**config.mk**
```make
export PLATFORM = sky130hd
export DESIGN_NAME = base64_stream_codec
export DESIGN_NICKNAME = d
export VERILOG_FILES = /design/src/sv/b64s_pkg.sv /design/src/sv/b64s_group.sv /design/src/sv/b64s_outq.sv /design/src/sv/base64_stream_codec.sv
export SDC_FILE = /design/constraint.sdc
export NUM_CORES = 1
export LEC_CHECK = 0
export ABC_CLOCK_PERIOD_IN_PS = 5900
export BUFFER_PORTS_ARGS = -buffer_cell sky130_fd_sc_hd__buf_2
export CAP_MARGIN = 5
export CORE_MARGIN = 2
export CORE_UTILIZATION = 68
export CTS_CLUSTER_DIAMETER = 120
export DETAILED_ROUTE_END_ITERATION = 6
export PLACE_DENSITY_LB_ADDON = 0.08
export SLEW_MARGIN = 20
export SYNTH_ARGS = -nofsm -noshare
export SYNTH_HDL_FRONTEND = slang
export SYNTH_HIERARCHICAL = 1
export SYNTH_SLANG_ARGS = --single-unit
```
**constraint.sdc**
```tcl
create_clock -name clk -period 5.9 [get_ports clk]
set_input_delay 0.59 -clock clk [delete_from_list [all_inputs] [get_ports clk]]
set_output_delay 0.59 -clock clk [all_outputs]
set_load 0.1 [all_outputs]
```
**src/sv/b64s_pkg.sv**
```systemverilog
`timescale 1ns / 1ps
// ----------------------------------------------------------------------------
// b64s_pkg
// Shared types, codes and alphabet functions for the Base64 stream codec.
// ----------------------------------------------------------------------------
package b64s_pkg;

	// codec modes
	localparam logic MODE_ENCODE = 1'b0;
	localparam logic MODE_DECODE = 1'b1;

	// decoder letter codes above the 6-bit range
	localparam logic [6:0] DEC_PAD = 7'd64;
	localparam logic [6:0] DEC_BAD = 7'd65;

	localparam logic [7:0] PAD_CHAR = 8'h3D;

	// results released by one completed or flushed group
	typedef struct packed {
		logic [3:0][7:0] bytes;      // result k in bytes[k]
		logic [2:0]      count;      // 1 to 4
		logic            stream_end; // group closed by the final item
		logic            bad_char;   // decode group held an invalid character
	} b64s_bundle_t;

	// 6-bit value to alphabet character
	function automatic logic [7:0] enc_char(input logic [5:0] idx);
		logic [7:0] w;
		begin
			w = {2'b00, idx};
			if (idx < 6'd26) begin
				return w + 8'd65;
			end else if (idx < 6'd52) begin
				return w + 8'd71;
			end else if (idx < 6'd62) begin
				return w - 8'd4;
			end else if (idx == 6'd62) begin
				return 8'h2B;
			end else begin
				return 8'h2F;
			end
		end
	endfunction

	// character to 6-bit value, DEC_PAD for '=', DEC_BAD otherwise
	function automatic logic [6:0] dec_val(input logic [7:0] c);
		logic [7:0] t;
		begin
			t = 8'd0;
			if (c >= 8'h41 && c <= 8'h5A) begin
				t = c - 8'd65;
				return t[6:0];
			end else if (c >= 8'h61 && c <= 8'h7A) begin
				t = c - 8'd71;
				return t[6:0];
			end else if (c >= 8'h30 && c <= 8'h39) begin
				t = c + 8'd4;
				return t[6:0];
			end else if (c == 8'h2B) begin
				return 7'd62;
			end else if (c == 8'h2F) begin
				return 7'd63;
			end else if (c == PAD_CHAR) begin
				return DEC_PAD;
			end else begin
				return DEC_BAD;
			end
		end
	endfunction

endpackage

```
**src/sv/b64s_group.sv**
```systemverilog
`timescale 1ns / 1ps
// ----------------------------------------------------------------------------
// b64s_group
// Group state and the single-pass encode / decode of one item.
// ----------------------------------------------------------------------------
module b64s_group import b64s_pkg::*; (
	input  logic         clk,
	input  logic         arst_n,
	input  logic         mode,
	input  logic         clear,
	input  logic         take,
	input  logic [7:0]   data_byte,
	input  logic         last_item,
	output logic         done,
	output b64s_bundle_t bundle
);

	logic [23:0] bits_q;
	logic [1:0]  count_q;
	logic [1:0]  pad_q;
	logic        err_q;

	logic [23:0] bits_n;
	logic [1:0]  pad_n;
	logic        err_n;
	logic [2:0]  pos1;
	logic [1:0]  pad_f;
	logic [6:0]  v;
	logic [5:0]  v6;
	logic [1:0]  epos;

	always_comb begin
		bits_n = bits_q;
		pad_n  = pad_q;
		err_n  = err_q;
		pos1   = 3'd0;
		pad_f  = 2'd0;
		done   = 1'b0;
		v      = dec_val(data_byte);
		v6     = v[5:0];
		epos   = (count_q > 2'd2) ? 2'd2 : count_q;
		bundle = '0;
		if (mode == MODE_ENCODE) begin
			case (epos)
				2'd0:    bits_n[23:16] = bits_q[23:16] | data_byte;
				2'd1:    bits_n[15:8]  = bits_q[15:8] | data_byte;
				default: bits_n[7:0]   = bits_q[7:0] | data_byte;
			endcase
			pos1 = {1'b0, epos} + 3'd1;
			done = (pos1 == 3'd3) || last_item;
			bundle.bytes[0] = enc_char(bits_n[23:18]);
			bundle.bytes[1] = enc_char(bits_n[17:12]);
			bundle.bytes[2] = (pos1 >= 3'd2) ? enc_char(bits_n[11:6]) : PAD_CHAR;
			bundle.bytes[3] = (pos1 >= 3'd3) ? enc_char(bits_n[5:0]) : PAD_CHAR;
			bundle.count    = 3'd4;
		end else begin
			if (v == DEC_PAD) begin
				v6 = 6'd0;
				if (count_q == 2'd2) begin
					pad_n = 2'd2;
				end else if (count_q == 2'd3) begin
					if (pad_q == 2'd0) pad_n = 2'd1;
				end else begin
					err_n = 1'b1;
				end
			end else if (v == DEC_BAD) begin
				v6    = 6'd0;
				err_n = 1'b1;
			end
			case (count_q)
				2'd0:    bits_n[23:18] = bits_q[23:18] | v6;
				2'd1:    bits_n[17:12] = bits_q[17:12] | v6;
				2'd2:    bits_n[11:6]  = bits_q[11:6] | v6;
				default: bits_n[5:0]   = bits_q[5:0] | v6;
			endcase
			pos1 = {1'b0, count_q} + 3'd1;
			done = (pos1 == 3'd4) || last_item;
			pad_f = pad_n;
			if (pos1 <= 3'd2) begin
				pad_f = 2'd2;
			end else if (pos1 == 3'd3 && pad_n == 2'd0) begin
				pad_f = 2'd1;
			end
			if (pad_f > 2'd2) pad_f = 2'd2;
			bundle.bytes[0] = bits_n[23:16];
			bundle.bytes[1] = bits_n[15:8];
			bundle.bytes[2] = bits_n[7:0];
			bundle.bytes[3] = 8'd0;
			bundle.count    = 3'd3 - {1'b0, pad_f};
			bundle.bad_char = err_n;
		end
		bundle.stream_end = last_item;
	end

	always_ff @(posedge clk or negedge arst_n) begin
		if (!arst_n) begin
			bits_q  <= '0;
			count_q <= '0;
			pad_q   <= '0;
			err_q   <= 1'b0;
		end else if (clear || (take && done)) begin
			bits_q  <= '0;
			count_q <= '0;
			pad_q   <= '0;
			err_q   <= 1'b0;
		end else if (take) begin
			bits_q  <= bits_n;
			count_q <= pos1[1:0];
			pad_q   <= pad_n;
			err_q   <= err_n;
		end
	end

endmodule

```
**src/sv/b64s_outq.sv**
```systemverilog
`timescale 1ns / 1ps
// ----------------------------------------------------------------------------
// b64s_outq
// Result register: holds one bundle and hands it out a byte per transaction.
// ----------------------------------------------------------------------------
module b64s_outq import b64s_pkg::*; (
	input  logic         clk,
	input  logic         arst_n,
	input  logic         load,
	input  b64s_bundle_t bundle,
	output logic         can_load,
	output logic         m_tvalid,
	input  logic         m_tready,
	output logic [7:0]   m_tdata,
	output logic         m_tlast,
	output logic [1:0]   m_tuser
);

	logic [3:0][7:0] bytes_q;
	logic [2:0]      rem_q;
	logic [1:0]      idx_q;
	logic            end_q;
	logic            bad_q;

	assign m_tvalid = (rem_q != 3'd0);
	assign m_tdata  = bytes_q[idx_q];
	assign m_tlast  = (rem_q == 3'd1);
	assign m_tuser  = {bad_q, end_q & m_tlast};
	// free now, or the last byte leaves this cycle
	assign can_load = (rem_q == 3'd0) || (m_tlast && m_tready);

	always_ff @(posedge clk or negedge arst_n) begin
		if (!arst_n) begin
			rem_q <= '0;
			idx_q <= '0;
		end else if (load) begin
			rem_q <= bundle.count;
			idx_q <= '0;
		end else if (m_tvalid && m_tready) begin
			rem_q <= rem_q - 3'd1;
			idx_q <= idx_q + 2'd1;
		end
	end

	always_ff @(posedge clk) begin
		if (load) begin
			bytes_q <= bundle.bytes;
			end_q   <= bundle.stream_end;
			bad_q   <= bundle.bad_char;
		end
	end

endmodule

```
**src/sv/base64_stream_codec.sv**
```systemverilog
`timescale 1ns / 1ps
// ----------------------------------------------------------------------------
// base64_stream_codec
// Base64 (standard alphabet) encoder / decoder on a byte stream.
// ----------------------------------------------------------------------------
//  channel | dir | data                      | side bits
//  --------+-----+---------------------------+--------------------------------
//  s_*     | in  | tdata[7:0] data_byte      | tlast = last_item
//  m_*     | out | tdata[7:0] out_byte       | tlast = run_last,
//          |     |                           | tuser[0] stream_end, [1] bad_char
//  cfg_*   | in  | cfg_data = codec_mode     | always ready
//
//  Each input transaction lands in the input register (_s1) and is folded
//  into the group from there; a group that completes or is flushed by
//  tlast loads its 1..4 result bytes into the result register at once.
//  The result register drains one byte per cycle while m_tready is high, so
//  throughput is bound by the output port. Items that do not close a group
//  pass while the result register is still draining; a closing item waits
//  in _s1 until the last byte of the previous bundle is taken.
//  Reset clears the mode (encode), the group and both registers' valids.
//  A mode write starts a new stream and clears the partial group.
// ----------------------------------------------------------------------------
module base64_stream_codec import b64s_pkg::*; (
	input  logic       clk,
	input  logic       arst_n,
	// input stream
	input  logic       s_tvalid,
	output logic       s_tready,
	input  logic [7:0] s_tdata,   // [7:0] data_byte
	input  logic       s_tlast,
	// result stream
	output logic       m_tvalid,
	input  logic       m_tready,
	output logic [7:0] m_tdata,   // [7:0] out_byte
	output logic       m_tlast,
	output logic [1:0] m_tuser,   // [0] stream_end, [1] bad_char
	// mode register write
	input  logic       cfg_valid,
	output logic       cfg_ready,
	input  logic       cfg_data
);

	logic         mode_q;
	logic         valid_s1;
	logic [7:0]   data_s1;
	logic         last_s1;

	logic         cfg_wr;
	logic         done;
	logic         can_load;
	logic         adv;
	logic         load;
	b64s_bundle_t bundle;

	assign cfg_ready = 1'b1;
	assign cfg_wr    = cfg_valid && cfg_ready;

	// the held item may advance unless it closes a group and the
	// result register is still busy
	assign adv      = valid_s1 && (!done || can_load);
	assign load     = adv && done;
	assign s_tready = !valid_s1 || adv;

	always_ff @(posedge clk or negedge arst_n) begin
		if (!arst_n) begin
			mode_q <= MODE_ENCODE;
		end else if (cfg_wr) begin
			mode_q <= cfg_data;
		end
	end

	always_ff @(posedge clk or negedge arst_n) begin
		if (!arst_n) begin
			valid_s1 <= 1'b0;
		end else if (s_tready) begin
			valid_s1 <= s_tvalid;
		end
	end

	always_ff @(posedge clk) begin
		if (s_tvalid && s_tready) begin
			data_s1 <= s_tdata;
			last_s1 <= s_tlast;
		end
	end

	b64s_group u_group (
		.clk       (clk),
		.arst_n    (arst_n),
		.mode      (mode_q),
		.clear     (cfg_wr),
		.take      (adv),
		.data_byte (data_s1),
		.last_item (last_s1),
		.done      (done),
		.bundle    (bundle)
	);

	b64s_outq u_outq (
		.clk      (clk),
		.arst_n   (arst_n),
		.load     (load),
		.bundle   (bundle),
		.can_load (can_load),
		.m_tvalid (m_tvalid),
		.m_tready (m_tready),
		.m_tdata  (m_tdata),
		.m_tlast  (m_tlast),
		.m_tuser  (m_tuser)
	);

	// a loaded bundle is visible on the output next cycle
	a_load_shows : assert property (@(posedge clk) disable iff (!arst_n)
		load |=> m_tvalid)
		else $error("loaded bundle not presented");

	// bundle sizes per mode
	a_enc_count : assert property (@(posedge clk) disable iff (!arst_n)
		(load && mode_q == MODE_ENCODE) |-> bundle.count == 3'd4)
		else $error("encode bundle size");

	a_dec_count : assert property (@(posedge clk) disable iff (!arst_n)
		(load && mode_q == MODE_DECODE) |->
		(bundle.count == 3'd1 || bundle.count == 3'd2 || bundle.count == 3'd3))
		else $error("decode bundle size");

	// after the last byte of a bundle with nothing new loaded, output goes idle
	a_drain_idle : assert property (@(posedge clk) disable iff (!arst_n)
		(m_tvalid && m_tready && m_tlast && !load) |=> !m_tvalid)
		else $error("output valid after bundle drained");

endmodule

```
==> flow_summary.yaml <==
critical_path:
  startpoint_type: "flop"
  cp_max_fo: 11
  critPathKind: "reg2reg"
  r2r_start: "u_group/count_q[1]"
  critPathArrivalTime_ns: 4.10
  rrSetupSlack_ns: 2.08
  startpoint: "u_group/count_q[1]"
  r2r-end: "u_group/bits_q[2]"
  required_ns: 6.19
  end_kind: "flop"
  r2r_cells: 11
power:
  p_clk_share_pct: 15.6
  p_leak_uw: 0.00255
  finalPower_uw: 2550
  comb_power_share_pct: 52.9
  p_sw_uw: 1270
  p_seq_share_pct: 31.5
  power.density_mw_per_mm2: 398
  max-vdd-ir-drop_mv: 0.248
  switching_share_pct: 49.9
  internal_power_uw: 1280
timing:
  fmax_mhz: 262
  setup_violations: 0
  fin_worst_skew_ns: 0.00966
  hold_viol: 0
  rsz0062_at_grt: "no"
  slew_violations: 0
  fin_crit_sh_pct: 64.7
  setup_tns_ns: 0
  fin_crit_ns: 3.82
  worstMarginPinSlew_ns: 1.14
  worst_slack_ns: 2.08
  max_slew_margin_pct: 23.0
synth:
  synth-xor-area-share_pct: 1.28
  yosys_register_bits: 79
  ys_types: 93
  ys_async_sr_fraction_pct: 45.6
  synthAdderAreaFrac_pct: 7.70
  ys_seq_area_share_pct: 35.5
  ys.flop_type: "edfxtp_1"
  synth_compound_area_share_pct: 27.3
  synth_area_leaders: "edfxtp_1, dfrtp_1, ha_1"
  synthTopCellsByCount: "a21oi_1, nand2_1, o21ai_0"
  syn_avg_cell_area_um2: 9.33
  yosysWarnings: 6
  muxShareOfSynthArea_pct: 4.84
  synth_top_family_by_area: "compound AO/OA/AOI/OAI gates"
  synth_top_area_share_pct: 20.9
  synth_most_common_cell: "a21oi_1"
  synthCells: 662
  synth_edf_count: 43
  synth_nets: 715
  synthSimpleGateAreaFrac_pct: 16.6
  synth_area_leader_cell: "edfxtp_1"
  synth_area_mm2: 0.00618
clocking:
  clockBufferDepth: 2
  cts_root_buf: "clkbuf_8"
  clock-sinks: 79
  cts.htree.levels: 3
  postCtsHoldBufs: 0
  numCtsBuffers: 9
  clkTransAtPathRegs_ns: 0.09
  cts_tree: "done"
  cts_resized: 0
  post_cts_buffers: 0
  clk_latency_ns: 0.36
route:
  antenna_left: 0
  drtIter0Drc: 701
  wl_per_cell_um: 22.0
  drtPass1Iterations: 7
  vias: 5520
  wirelength_mm: 17.1
  drc: 0
  via_per_inst: 7.10
floorplanning:
  coreArea_mm2: 0.00876
  dieArea_mm2: 0.00986
  start_util_pct: 70.5
  pin_count: 29
  rows: 34
  fp.dieW_um: 99.3
  die-height_um: 99.3
hold_path:
  hp-class: "in2async"
placed_design:
  port_buffers: 27
  hpwlAfterDp_mm: 12.2
  place.gp.congestion: 0.959
  post-place-ws_ns: 2.30
  dp.cells: 762
layout:
  nets: 718
  fillers: 679
  antennaDiodeCount: 0
  drive_gt1_share_pct: 13.0
  syn_to_final_growth_pct: 3.65
  fin_util_pct: 73.1
  stdcell_count: 778
grt:
  antenna_found_initial: 0
  grt_use_total_pct: 35.2
  grt_max_degree: 44
  grt_pass1_wl_mm: 27.1
  grt_pass1_vias: 5199
  grt-ovfl-total: 0
run:
  cap_violations: 0
status:
  status: "completed"
## stage by stage
stage	hold WS, ns	area (um2)
floorplan	0.294	6180
global placement	0.481	6210
detailed placement	0.499	6210
CTS	0.357	6400
global route	0.387	6400
finish	0.345	6400
## layout make-up
class                           instances  area [um2]  area share, %
Multi-Input combinational cell        505        3570           55.8
Timing Repair Buffer                   31         165           2.58
Inverter                               39         146           2.29
Clock inverter                          5        58.8          0.919
Tap cell                              108         135           2.11
Sequential cell                        79        2190           34.2
Clock buffer                           11         131           2.05
## worst max-delay path by stage
stage	cells after the start	slack (ns)	endpoint
2_1_floorplan	9	2.23	u_outq/idx_q[1]
3_3_place_gp	11	2.34	u_outq/rem_q[0]
3_5_place_dp	11	2.30	u_group/bits_q[2]
4_1_cts	11	2.28	u_group/bits_q[2]
5_1_grt	11	1.78	u_group/bits_q[2]
6_report	11	2.08	u_group/bits_q[2]
## registers in the layout, indices dropped and copies added, names as in the netlist, 2 cells and up
name and count:
u_outq/idx_q 2, u_outq/bytes_q 32, u_group/bits_q 24, data_s1 8, u_group/pad_q 2, u_group/count_q 2
u_outq/rem_q 3
## kinds of logic after synthesis
| kind of cell | after synthesis |
|---|---|
| fa+ha+maj | 38 |
| flops | 79 |
| mux | 19 |
| simple gates | 187 |
| xor+xnor | 9 |
| other cells | 1 |
| compound gates | 251 |
| buf+inv | 78 |
## metal layers
layer	wire (um)	global-route usage, %	vias to the layer above
li1	-	-	2498
met1	6850	47.0	2596
met2	7980	56.8	353
met3	1720	8.57	73
met4	577	11.9	0
met5	0	0	-
## power by group through the flow
stage	combinational [uW]	sequential (uW)	clock, uW
3_5_place_dp	1310	814	0
5_1_grt	1440	815	423
4_1_cts	1320	802	404
2_1_floorplan	1140	736	0
3_3_place_gp	1290	808	0
6_report	1350	803	399
## cell usage in the layout, fill, tap and decap left out, drive strengths merged, types with 5 or more instances in the layout
cell type and n:
nor2b 7, nor3b 7, xnor2 8, nand3 16, edfxtp 43, buf 31
ha 38, nor2 39, nand2b 10, mux4 8, a211oi 11, or3 5
clkbuf 11, a21o 18, a21oi 65, a31oi 16, dfrtp 36, inv 38
o21a 10, nand2 59, a32o 7, o211ai 14, o21ai 56, o221ai 5
and3 5, mux2i 7, nor3 19
## worst max-delay path: stages, from the launching register on
cell and delay (ns):
dfrtp_1 0.49, inv_1 0.18, ha_1 0.49, nand2b_1 0.13, o21ai_0 0.19, nand2b_1 0.23, a21boi_0 0.41, nor4bb_2 0.89
nand2_1 0.19, o21ai_0 0.31, a22oi_1 0.13, nand2_1 0.12
Power figures use the tool's default switching activity.
